--- src/rtl/sme_pkg.sv ---
// ----------------------------------------------------------------------------
// sme_pkg
// Types and constants shared by the square matrix engine: input and result
// item layouts, operation and result codes, and sequencer states.
// ----------------------------------------------------------------------------
package sme_pkg;

  localparam int unsigned MATRIX_DIM_DEF = 8;
  localparam int unsigned ELEM_WIDTH_DEF = 16;

  localparam int unsigned IDX_W     = 3;
  localparam int unsigned IN_ELEM_W = 16;
  localparam int unsigned VAL_W     = 36;
  localparam int unsigned SIZE_W    = 4;
  localparam int unsigned PADDR_W   = 3;
  localparam int unsigned PDATA_W   = 32;

  localparam logic [SIZE_W-1:0] SIZE_RESET = 4'd8;
  localparam logic              REG_SIZE   = 1'b0;

  typedef enum logic [2:0] {
    FUNC_LOAD_A    = 3'd0,
    FUNC_LOAD_B    = 3'd1,
    FUNC_UPDATE_A  = 3'd2,
    FUNC_SWAP_ROWS = 3'd3,
    FUNC_SWAP_COLS = 3'd4,
    FUNC_SUM       = 3'd5,
    FUNC_PROD      = 3'd6,
    FUNC_DIAG      = 3'd7
  } func_e;

  typedef enum logic [2:0] {
    KIND_ACK  = 3'd0,
    KIND_SUM  = 3'd1,
    KIND_PROD = 3'd2,
    KIND_MAIN = 3'd3,
    KIND_SEC  = 3'd4,
    KIND_ERR  = 3'd5
  } kind_e;

  typedef enum logic [2:0] {
    ST_IDLE,
    ST_DISPATCH,
    ST_SWAP_RD,
    ST_SWAP_WR1,
    ST_SWAP_WR2,
    ST_MAC_ISSUE,
    ST_MAC_DRAIN,
    ST_EMIT
  } state_e;

  typedef struct packed {
    func_e                        func;
    logic [IDX_W-1:0]             index_first;
    logic [IDX_W-1:0]             index_second;
    logic signed [IN_ELEM_W-1:0]  elem_value;
  } in_item_t;

  typedef struct packed {
    kind_e                    out_kind;
    logic [IDX_W-1:0]         out_row;
    logic [IDX_W-1:0]         out_col;
    logic signed [VAL_W-1:0]  out_value;
    logic                     last;
  } out_item_t;

endpackage

--- src/rtl/square_matrix_engine.sv ---
// ----------------------------------------------------------------------------
// square_matrix_engine
// Two square signed matrices A and B in on-chip memories, with loads,
// updates, row and column swaps, element-wise sum, product and diagonal sums
// computed by one shared multiply/add unit under a small sequencer.
// ----------------------------------------------------------------------------
// One item is taken at a time; in_ready_o is high only while the sequencer
// is idle, and the result register lets the next item in while the last
// result still waits. With n the active size, a row swap walks all
// MATRIX_DIM columns and a column swap only the n active rows; the sum and
// product each emit n*n elements and the diagonals two sums. Each result
// goes through the single multiply-accumulate path: one memory read pair
// per cycle, a multiply stage and an accumulate stage, drained before each
// element is emitted. There is no clearing pass; matrix entries hold
// garbage until written.
module square_matrix_engine
  import sme_pkg::*;
#(
  parameter int unsigned MATRIX_DIM = MATRIX_DIM_DEF,
  parameter int unsigned ELEM_WIDTH = ELEM_WIDTH_DEF
) (
  input  logic                clk_i,
  input  logic                rst_ni,

  input  logic                in_valid_i,
  output logic                in_ready_o,
  input  in_item_t            in_item_i,

  output logic                out_valid_o,
  input  logic                out_ready_i,
  output out_item_t           out_item_o,

  input  logic                psel,
  input  logic                penable,
  input  logic                pwrite,
  input  logic [PADDR_W-1:0]  paddr,
  input  logic [PDATA_W-1:0]  pwdata,
  output logic [PDATA_W-1:0]  prdata,
  output logic                pready
);

  localparam int unsigned DEPTH = MATRIX_DIM * MATRIX_DIM;
  localparam int unsigned AW    = (DEPTH > 1) ? $clog2(DEPTH) : 1;
  localparam int unsigned EW    = ELEM_WIDTH;

  function automatic logic [AW-1:0] pos(input logic [IDX_W-1:0] row,
                                         input logic [IDX_W-1:0] col);
    pos = AW'(int'(row) * MATRIX_DIM + int'(col));
  endfunction

  // Configuration
  logic [SIZE_W-1:0] size_q;
  logic [SIZE_W-1:0] n_eff;
  logic [IDX_W-1:0]  nm1;

  assign pready = 1'b1;
  assign prdata = (paddr[2] == REG_SIZE) ? {{(PDATA_W-SIZE_W){1'b0}}, size_q} : '0;

  always_ff @(posedge clk_i or negedge rst_ni) begin
    if (!rst_ni) begin
      size_q <= SIZE_RESET;
    end else if (psel && penable && pwrite && (paddr[2] == REG_SIZE)) begin
      size_q <= pwdata[SIZE_W-1:0];
    end
  end

  always_comb begin
    if (size_q == '0) begin
      n_eff = SIZE_W'(1);
    end else if (size_q > SIZE_W'(MATRIX_DIM)) begin
      n_eff = SIZE_W'(MATRIX_DIM);
    end else begin
      n_eff = size_q;
    end
  end
  assign nm1 = IDX_W'(n_eff - SIZE_W'(1));

  // Sequencer state and registers
  state_e state_q, state_d;
  in_item_t cur_q;
  logic err_q, err_d;
  logic [IDX_W-1:0] r_q, r_d, c_q, c_d, k_q, k_d;
  logic signed [VAL_W-1:0] acc_q, acc_d, term_q, term_d;
  logic iss_v_q, term_v_q;
  logic out_valid_q, out_valid_d;
  out_item_t out_item_q, emit_item;

  // Memories
  logic [EW-1:0] mem_a [DEPTH];
  logic [EW-1:0] mem_b [DEPTH];
  logic [EW-1:0] rd_a0_q, rd_a1_q, rd_b_q;
  logic          rd_en;
  logic [AW-1:0] a0_addr, a1_addr, b_addr;
  logic          wa_en, wb_en;
  logic [AW-1:0] wa_addr;
  logic [EW-1:0] wa_data, elem_store;

  logic range_err, emit_fire, is_last;
  logic [AW-1:0] s0_addr, s1_addr, mac_a_addr, mac_b_addr;
  logic [IDX_W-1:0] k_lim, swap_lim;
  logic signed [2*EW-1:0] prod_full;
  logic signed [VAL_W-1:0] a_ext, b_ext;

  assign in_ready_o  = (state_q == ST_IDLE);
  assign out_valid_o = out_valid_q;
  assign out_item_o  = out_item_q;

  assign range_err = ({1'b0, cur_q.index_first} >= n_eff) ||
                     ({1'b0, cur_q.index_second} >= n_eff);
  assign emit_fire = (state_q == ST_EMIT) && (!out_valid_q || out_ready_i);
  assign elem_store = EW'($signed(cur_q.elem_value));

  assign k_lim    = (cur_q.func == FUNC_SUM) ? '0 : nm1;
  assign swap_lim = (cur_q.func == FUNC_SWAP_ROWS) ? IDX_W'(MATRIX_DIM - 1) : nm1;

  // Address generation
  always_comb begin
    if (cur_q.func == FUNC_SWAP_ROWS) begin
      s0_addr = pos(cur_q.index_first, k_q);
      s1_addr = pos(cur_q.index_second, k_q);
    end else begin
      s0_addr = pos(k_q, cur_q.index_first);
      s1_addr = pos(k_q, cur_q.index_second);
    end
    case (cur_q.func)
      FUNC_SUM: begin
        mac_a_addr = pos(r_q, c_q);
        mac_b_addr = pos(r_q, c_q);
      end
      FUNC_PROD: begin
        mac_a_addr = pos(r_q, k_q);
        mac_b_addr = pos(k_q, c_q);
      end
      default: begin
        mac_a_addr = (c_q == '0) ? pos(k_q, k_q) : pos(k_q, nm1 - k_q);
        mac_b_addr = pos(r_q, c_q);
      end
    endcase
  end

  // Next state
  always_comb begin
    state_d = state_q;
    case (state_q)
      ST_IDLE: begin
        if (in_valid_i) state_d = ST_DISPATCH;
      end
      ST_DISPATCH: begin
        if ((cur_q.func < FUNC_SUM) && range_err) begin
          state_d = ST_EMIT;
        end else begin
          case (cur_q.func)
            FUNC_SWAP_ROWS, FUNC_SWAP_COLS: state_d = ST_SWAP_RD;
            FUNC_SUM, FUNC_PROD, FUNC_DIAG: state_d = ST_MAC_ISSUE;
            default:                        state_d = ST_EMIT;
          endcase
        end
      end
      ST_SWAP_RD:  state_d = ST_SWAP_WR1;
      ST_SWAP_WR1: state_d = ST_SWAP_WR2;
      ST_SWAP_WR2: state_d = (k_q == swap_lim) ? ST_EMIT : ST_SWAP_RD;
      ST_MAC_ISSUE: begin
        if (k_q == k_lim) state_d = ST_MAC_DRAIN;
      end
      ST_MAC_DRAIN: begin
        if (!iss_v_q && !term_v_q) state_d = ST_EMIT;
      end
      ST_EMIT: begin
        if (emit_fire) state_d = is_last ? ST_IDLE : ST_MAC_ISSUE;
      end
      default: state_d = ST_IDLE;
    endcase
  end

  // Result fields for the element or acknowledgement being emitted
  always_comb begin
    emit_item = '{out_kind: KIND_ACK, out_row: '0, out_col: '0,
                  out_value: '0, last: 1'b1};
    is_last = 1'b1;
    if (err_q) begin
      emit_item.out_kind = KIND_ERR;
    end else begin
      case (cur_q.func)
        FUNC_SUM, FUNC_PROD: begin
          emit_item.out_kind  = (cur_q.func == FUNC_SUM) ? KIND_SUM : KIND_PROD;
          emit_item.out_row   = r_q;
          emit_item.out_col   = c_q;
          emit_item.out_value = acc_q;
          is_last = (r_q == nm1) && (c_q == nm1);
        end
        FUNC_DIAG: begin
          emit_item.out_kind  = (c_q == '0) ? KIND_MAIN : KIND_SEC;
          emit_item.out_value = acc_q;
          is_last = (c_q != '0);
        end
        default: begin
          emit_item.out_kind = KIND_ACK;
        end
      endcase
    end
    emit_item.last = is_last;
  end

  // Datapath control
  always_comb begin
    err_d   = err_q;
    r_d     = r_q;
    c_d     = c_q;
    k_d     = k_q;
    acc_d   = term_v_q ? (acc_q + term_q) : acc_q;
    rd_en   = 1'b0;
    a0_addr = s0_addr;
    a1_addr = s1_addr;
    b_addr  = mac_b_addr;
    wa_en   = 1'b0;
    wb_en   = 1'b0;
    wa_addr = pos(cur_q.index_first, cur_q.index_second);
    wa_data = elem_store;
    out_valid_d = out_ready_i ? 1'b0 : out_valid_q;
    case (state_q)
      ST_DISPATCH: begin
        err_d = (cur_q.func < FUNC_SUM) && range_err;
        r_d   = '0;
        c_d   = '0;
        k_d   = '0;
        acc_d = '0;
        if (!range_err) begin
          wa_en = (cur_q.func == FUNC_LOAD_A) || (cur_q.func == FUNC_UPDATE_A);
          wb_en = (cur_q.func == FUNC_LOAD_B);
        end
      end
      ST_SWAP_RD: begin
        rd_en = 1'b1;
      end
      ST_SWAP_WR1: begin
        wa_en   = 1'b1;
        wa_addr = s0_addr;
        wa_data = rd_a1_q;
      end
      ST_SWAP_WR2: begin
        wa_en   = 1'b1;
        wa_addr = s1_addr;
        wa_data = rd_a0_q;
        k_d     = (k_q == swap_lim) ? '0 : k_q + IDX_W'(1);
      end
      ST_MAC_ISSUE: begin
        rd_en   = 1'b1;
        a0_addr = mac_a_addr;
        k_d     = (k_q == k_lim) ? '0 : k_q + IDX_W'(1);
      end
      ST_EMIT: begin
        if (emit_fire) begin
          out_valid_d = 1'b1;
          acc_d       = '0;
          k_d         = '0;
          if (cur_q.func == FUNC_DIAG) begin
            c_d = IDX_W'(1);
          end else if (c_q == nm1) begin
            c_d = '0;
            r_d = r_q + IDX_W'(1);
          end else begin
            c_d = c_q + IDX_W'(1);
          end
        end
      end
      default: ;
    endcase
  end

  // Shared unit: multiply for products, add for sums, pass A for diagonals
  assign prod_full = $signed(rd_a0_q) * $signed(rd_b_q);
  assign a_ext = VAL_W'($signed(rd_a0_q));
  assign b_ext = (cur_q.func == FUNC_SUM) ? VAL_W'($signed(rd_b_q)) : '0;
  assign term_d = (cur_q.func == FUNC_PROD) ? VAL_W'(prod_full) : (a_ext + b_ext);

  always_ff @(posedge clk_i) begin
    if (wa_en) mem_a[wa_addr] <= wa_data;
    if (wb_en) mem_b[pos(cur_q.index_first, cur_q.index_second)] <= elem_store;
    if (rd_en) begin
      rd_a0_q <= mem_a[a0_addr];
      rd_a1_q <= mem_a[a1_addr];
      rd_b_q  <= mem_b[b_addr];
    end
  end

  always_ff @(posedge clk_i) begin
    if (in_valid_i && in_ready_o) cur_q <= in_item_i;
    if (iss_v_q) term_q <= term_d;
    if (emit_fire) out_item_q <= emit_item;
    acc_q <= acc_d;
  end

  always_ff @(posedge clk_i or negedge rst_ni) begin
    if (!rst_ni) begin
      state_q     <= ST_IDLE;
      err_q       <= 1'b0;
      r_q         <= '0;
      c_q         <= '0;
      k_q         <= '0;
      iss_v_q     <= 1'b0;
      term_v_q    <= 1'b0;
      out_valid_q <= 1'b0;
    end else begin
      state_q     <= state_d;
      err_q       <= err_d;
      r_q         <= r_d;
      c_q         <= c_d;
      k_q         <= k_d;
      iss_v_q     <= (state_q == ST_MAC_ISSUE);
      term_v_q    <= iss_v_q;
      out_valid_q <= out_valid_d;
    end
  end

endmodule
--- config.mk ---
export PLATFORM = sky130hd
export DESIGN_NAME = square_matrix_engine
export DESIGN_NICKNAME = d
export VERILOG_FILES = /design/src/rtl/sme_pkg.sv /design/src/rtl/square_matrix_engine.sv
export SDC_FILE = /design/constraint.sdc
export NUM_CORES = 2
export LEC_CHECK = 0
export BUFFER_PORTS_ARGS = -buffer_cell sky130_fd_sc_hd__buf_2
export CAP_MARGIN = 20
export CORE_AREA = 5 5 750 603
export CTS_CLUSTER_DIAMETER = 60
export DETAILED_ROUTE_END_ITERATION = 10
export DIE_AREA = 0 0 755 608
export PLACE_DENSITY = 0.47
export SETUP_SLACK_MARGIN = 0.05
export SYNTH_ARGS = -nofsm -noshare
export SYNTH_HDL_FRONTEND = slang
export SYNTH_SLANG_ARGS = --single-unit
--- constraint.sdc ---
create_clock -name clk_i -period 8.5 [get_ports clk_i]
set_input_delay 0.85 -clock clk_i [delete_from_list [all_inputs] [get_ports clk_i]]
set_output_delay 0.85 -clock clk_i [all_outputs]
set_load 0.03 [all_outputs]
Word-level counts from Yosys, hierarchy flattened
Memory sizes are Yosys's and may differ from the RTL's. A register that Yosys moved wholly into a read port is not among the register bits.
Cells that the tools add are included.
{"block": "classes", "n_addsub": 17, "mul": 1, "div_mod_pow": 0, "n_lt_le_gt_ge": 4, "eq_ne": 24, "shift": 0, "n_mux": 56, "bitwise": 3, "reduce_logical": 32}
{"op": "two-way mux 36 bit", "n": 4}
{"op": "one-hot mux 36 bit (2 select lines)", "n": 1}
{"op": "adder 6 x 3 -> 6 bit", "n": 10}
{"op": "two-way mux 3 bit", "n": 19}
{"op": "adder 16 x 36 -> 36 bit", "n": 1}
{"op": "adder 36 bit", "n": 1}
{"op": "multiplier 16 x 16 -> 32 bit", "n": 1}
{"op": "one-hot mux 16 bit (2 select lines)", "n": 1}
{"op": "two-way mux 6 bit", "n": 5}
{"op": "== test 3 bit, second input constant", "n": 8}
{"op": "one-hot mux 3 bit (2 select lines)", "n": 4}
{"op": "one-hot mux 3 bit (8 select lines)", "n": 1}
{"op": "one-hot mux 6 bit (2 select lines)", "n": 2}
{"op": "== test 3 x 2 -> 1 bit, second input constant", "n": 4}
{"op": "== test 3 bit", "n": 4}
{"op": "two-way mux 1 bit", "n": 12}
{"op": "two-way mux 4 bit", "n": 3}
{"op": "one-hot mux 3 bit (4 select lines)", "n": 1}
{"op": "OR reduction 2 bit", "n": 6}
{"op": "inequality test 2 bit, second input constant", "n": 5}
{"op": "adder 3 x 1 -> 3 bit, second input constant", "n": 3}
{"op": "logical NOT 3 bit", "n": 3}
{"op": "greater-or-equal comparator 3 x 4 -> 1 bit", "n": 2}
{"op": "logical AND 1 bit", "n": 8}
{"op": "18 further kinds", "n": 28}
{"block": "totals", "register_bits": 163, "latchBits": 0, "ramBits": 2048, "mem_bits_ro": 0, "inputBits": 67, "output_inout_bits": 81, "word_cells": 159, "n_memories": 2}
{"name": "mem_a", "depth": 64, "word_bits": 16, "rd": 2, "rd_ports_with_merged_regs": 2, "wr": 1, "line_no": "square_matrix_engine.sv:89", "source": "logic [EW-1:0] mem_a [DEPTH];"}
{"name": "mem_b", "depth": 64, "word_bits": 16, "rd": 1, "rd_ports_with_merged_regs": 1, "wr": 1, "line_no": "square_matrix_engine.sv:90", "source": "logic [EW-1:0] mem_b [DEPTH];"}

Depth between registers and ports, before layout
{"block": "depth", "ltp_word": 11, "ltp_mapped": 25, "mapped_depth_nobuf": 23}

Worst setup path after synthesis
No wires, ideal clock.
{"block": "synth_path", "path_type": "register to register", "startpoint": "reg rd_a0_q[15], read port of mem_a", "endpoint": "reg term_q[30], data pin", "setup_time_ps": 268, "t_arrival_ps": 6101, "required_time_ps": 8232, "setup_slack_ps": 2131, "path_stages_with_launch": 21, "path_buffers": 2, "synth_period_minus_slack_ps": 6369, "path_cell_list": "edfxtp_1 -> clkbuf_1 -> clkbuf_1 -> nand2_1 -> inv_1 -> fa_1 -> fa_1 -> fa_1 -> fa_1 -> fa_1 -> fa_1 -> ha_1 -> a21o_1 -> a21oi_1 -> o21a_1 -> a21boi_0 -> o31ai_1 -> a21o_1 -> a21oi_1 -> xor2_1 -> o21ai_0"}
{"block": "synth_between", "elab_chain_cells": 2}
{"item": "from (decl)", "line_no": "square_matrix_engine.sv:91", "source": "logic [EW-1:0] rd_a0_q, rd_a1_q, rd_b_q;"}
{"item": "multiplier 16 x 16 -> 32 bit / adder 16 x 36 -> 36 bit (equally long branches)", "line_no": "square_matrix_engine.sv:271, square_matrix_engine.sv:274"}
{"item": "two-way mux 36 bit (*)", "line_no": "square_matrix_engine.sv:274", "source": "assign term_d = (cur_q.func == FUNC_PROD) ? VAL_W'(prod_full) : (a_ext + b_ext);"}
{"item": "net term_d[30]", "line_no": "square_matrix_engine.sv:83", "source": "logic signed [VAL_W-1:0] acc_q, acc_d, term_q, term_d;"}
{"item": "to (signal assigned)", "line_no": "square_matrix_engine.sv:288", "source": "if (iss_v_q) term_q <= term_d;"}
{"item": "to (decl)", "line_no": "square_matrix_engine.sv:83"}
Mark *: on every way through the listed nets, which the timed path passes. The rest lies on a longest branch.
A chain may end at the register's enable or synchronous reset.

Worst setup path after layout
{"block": "layout_path", "startpoint": "reg rd_a0_q[12], read port of mem_a", "endpoint": "reg term_q[30], data pin"}
The elaborated chain is that of the path after synthesis.

==> run summary <==
Status -> complete, no violations
Via count -> 74700
Nets -> 9220
Starting density of the core -> 24.9%
Count of cell types in the netlist -> 92
Pins Over Slew Limit -> 0
Minimum clock period -> 7050 ps
Core Footprint -> 444000 µm²
Setup TNS -> 0 ps
Drt wl/cell -> 25.3 µm
ANT nets after route -> 0
First-pass iteration count of the detailed router -> 7
Clk root buf -> clkbuf_16
CTS tree -> done
Max-slew headroom -> 15.5%
Syn avg cell area -> 12.8 µm²
Worst hold path class -> in -> reg
Clock transition at the registers of the reported paths -> 60 ps
Vias in the first global route -> 73900
# setup viols final -> 0
Final Skew -> 73.0 ps
Post-synth EDFFs -> 2203
Drt total wl -> 374 mm
Die extent in y -> 608 µm
Total die area -> 459000 µm²
Post-route setup slack -> 1450 ps
CTS Buf Count -> 241
# port buffers -> 88
Setup WS pre-CTS -> 1540 ps
Cts repair resizes -> 0
P&R area growth vs syn -> 14.6%
Remaining global-route overflow -> 0
FP Rows -> 219
DRT iter0 DRCs -> 8509
First-pass GRT wire length -> 534 mm
Yosys reg bits -> 2259
Tcrit/Tclk final -> 82.9%
Worst Tran Pin Value -> 1260 ps
Sink Count -> 2259
FILL cells -> 44600
Critical Path AT -> 7720 ps
Vias/cell -> 5.05
Layout cell share with drive strength beyond 1 -> 14.0%
Achievable frequency -> 142 MHz
Fin Hold WS -> 87.4 ps
Main synth FF type -> edfxtp_1
Number of remaining DRC errors -> 0
Final count of hold timing violations -> 0
Synth top area share -> 59.8%
Synth area leaders -> edfxtp_1, mux4_2, nand2_1
Worst-skew pair later-pin latency -> 940 ps
Gr usage total -> 15.7%
HPWL after DPL -> 230 mm
Startpoint types -> flop
RD Place Congestion -> 0.907
IO Count -> 148
Post-Synthesis Cell Area -> 111000 µm²
Most used cell along the critical path -> fa_1
Slowest cell on crit path -> edfxtp_1
Largest net degree at the start of global routing -> 128
Setup Fix Bufs, Post-CTS -> 0
Initial antenna violation count -> 16
Die extent in x -> 755 µm
Post-cts hold buffer count -> 1
Critical Path RT -> 9170 ps
Critical path endpoint category -> flop
Ys Warns -> 0
CTS HTree Levels -> 4
CP cell instances -> and2_1, fa_1, inv_1, fa_1, fa_1, inv_1, fa_1, fa_1, inv_1, fa_1, inv_1, ha_1, and3_1, nand3_1, or3_1, and4_1, o31ai_1, a21o_1, a21oi_1, xor2_1, o21ai_0
Largest area contributor in the netlist -> edfxtp_1
Cells after synthesis -> 8661
Max stage delay on crit path -> 1100 ps
Worst-case clock buffer depth -> 4
Max Cap Viol -> 0
Max FO, Critical Path -> 18
Asr flop ratio synth -> 0.885%
Crit path kind -> reg -> reg
RSZ-0062 raised after global routing -> false
Sequential area share after synthesis -> 60.9%
## Yosys cell counts, types with 12 or more instances
master	count
edfxtp_1	2203
nand2_1	1974
nand3_1	646
clkbuf_1	370
mux4_2	352
inv_1	310
fa_1	269
nor2_1	268
a21oi_1	245
and2_1	198
a311oi_1	193
and3_1	154
ha_1	145
buf_2	132
nor3_1	130
o21ai_0	97
a31oi_1	91
or3_1	90
a211oi_1	89
mux2i_1	66
xnor2_1	57
o311ai_0	56
buf_1	47
buf_4	44
dfxtp_1	36
a21o_1	31
a2111oi_0	30
xor2_1	30
o22ai_1	24
nand2b_1	23
nor2b_1	20
o211ai_1	20
o311ai_1	20
dfrtp_1	19
nor4_1	18
a22oi_1	17
buf_6	12
## per-layer routing
metal	GRT usage [%]	vias up	routed length, µm
li1	-	32100	-
met1	22.3	38600	165000
met2	23.7	3333	164000
met3	3.41	649	32600
met4	5.07	2	12400
met5	0	-	13
## stage by stage
stage / utilization, % / cell area (µm²) / instances
final: 28.6 / 127000 / 14800
after CTS: 28.5 / 127000 / 14800
after global placement: 26.8 / 119000 / 14300
after global routing: 28.6 / 127000 / 14800
after detailed placement: 26.8 / 119000 / 14300
after floorplan: - / 111000 / 8688
## worst paths after layout
kind                                from         end  slack [ps]  depth (start not counted)
min in group asynchronous         rst_ni   size_q[1]         430                          2
max                          rd_a0_q[12]  term_q[30]        1450                         21
min reg2reg                    acc_q[35]   acc_q[35]         470                          2
max reg2reg                  rd_a0_q[12]  term_q[30]        1450                         21
max in group asynchronous         rst_ni      c_q[2]        7640                          2
min                        in_item_i[21]   cur_q[21]          90                          1
## logic make-up after synthesis
family / count (synthesis) / share of synthesized area (%)
other: 2 / 0.00679
AO/OA/AOI/OAI: 1002 / 6.30
multiplexers: 422 / 7.81
XOR/XNOR: 90 / 0.746
flip-flops: 2259 / 60.9
adder cells (fa/ha/maj): 414 / 6.51
buffers and inverters: 918 / 3.50
AND/OR/NAND/NOR: 3554 / 14.2
## layout by cell type, fill, tap and decap left out, types with 62 or more instances in the layout
cell type	netlist	layout
buf_2	132	90
inv_1	310	310
a311oi_1	193	193
a21oi_1	245	244
and3_1	154	154
clkbuf_16	0	242
ha_1	145	145
nand3_1	646	646
and2_1	198	197
nor2_1	268	195
edfxtp_1	2203	2203
a211oi_1	89	79
a31oi_1	91	91
buf_4	44	282
mux2i_1	66	62
nor3_1	130	128
or3_1	90	90
mux4_2	352	352
nand2_1	1974	1957
o21ai_0	97	95
fa_1	269	269
## sequential cells by signal, indices dropped and copies added, names as in the netlist
name	cells
cur_q	9
size_q	4
c_q	3
term_v_q	1
rd_a1_q	16
out_valid_o	1
rd_a0_q	16
rd_b_q	16
term_q	36
err_q	1
state_q	3
r_q	3
k_q	3
iss_v_q	1
elem_store	16
acc_q	36
out_item_o	46
mem_a	1024
mem_b	1024
## layout make-up
class | instances | area, µm² | area share, %
repair buffers | 414 | 3250 | 2.57
diodes | 7 | 17.5 | 0.0138
multi-input cells | 5511 | 40000 | 31.6
clock buffers | 290 | 6270 | 4.95
flip-flops and latches | 2259 | 67400 | 53.2
inverters | 312 | 1170 | 0.924
well taps | 5856 | 7330 | 5.78
clock inverters | 145 | 1300 | 1.03
## critical path, delay by kind of cell (launching register included)
family          cells  cell delay, ps
compound gates      4             700
xor+xnor            1             130
simple gates        5            1210
fa+ha+maj           7            3350
buf+inv             4             270
flops               1            1100
Power is not shown: default switching activity piles up to over one toggle a cycle in this logic, so the estimate is an artifact.
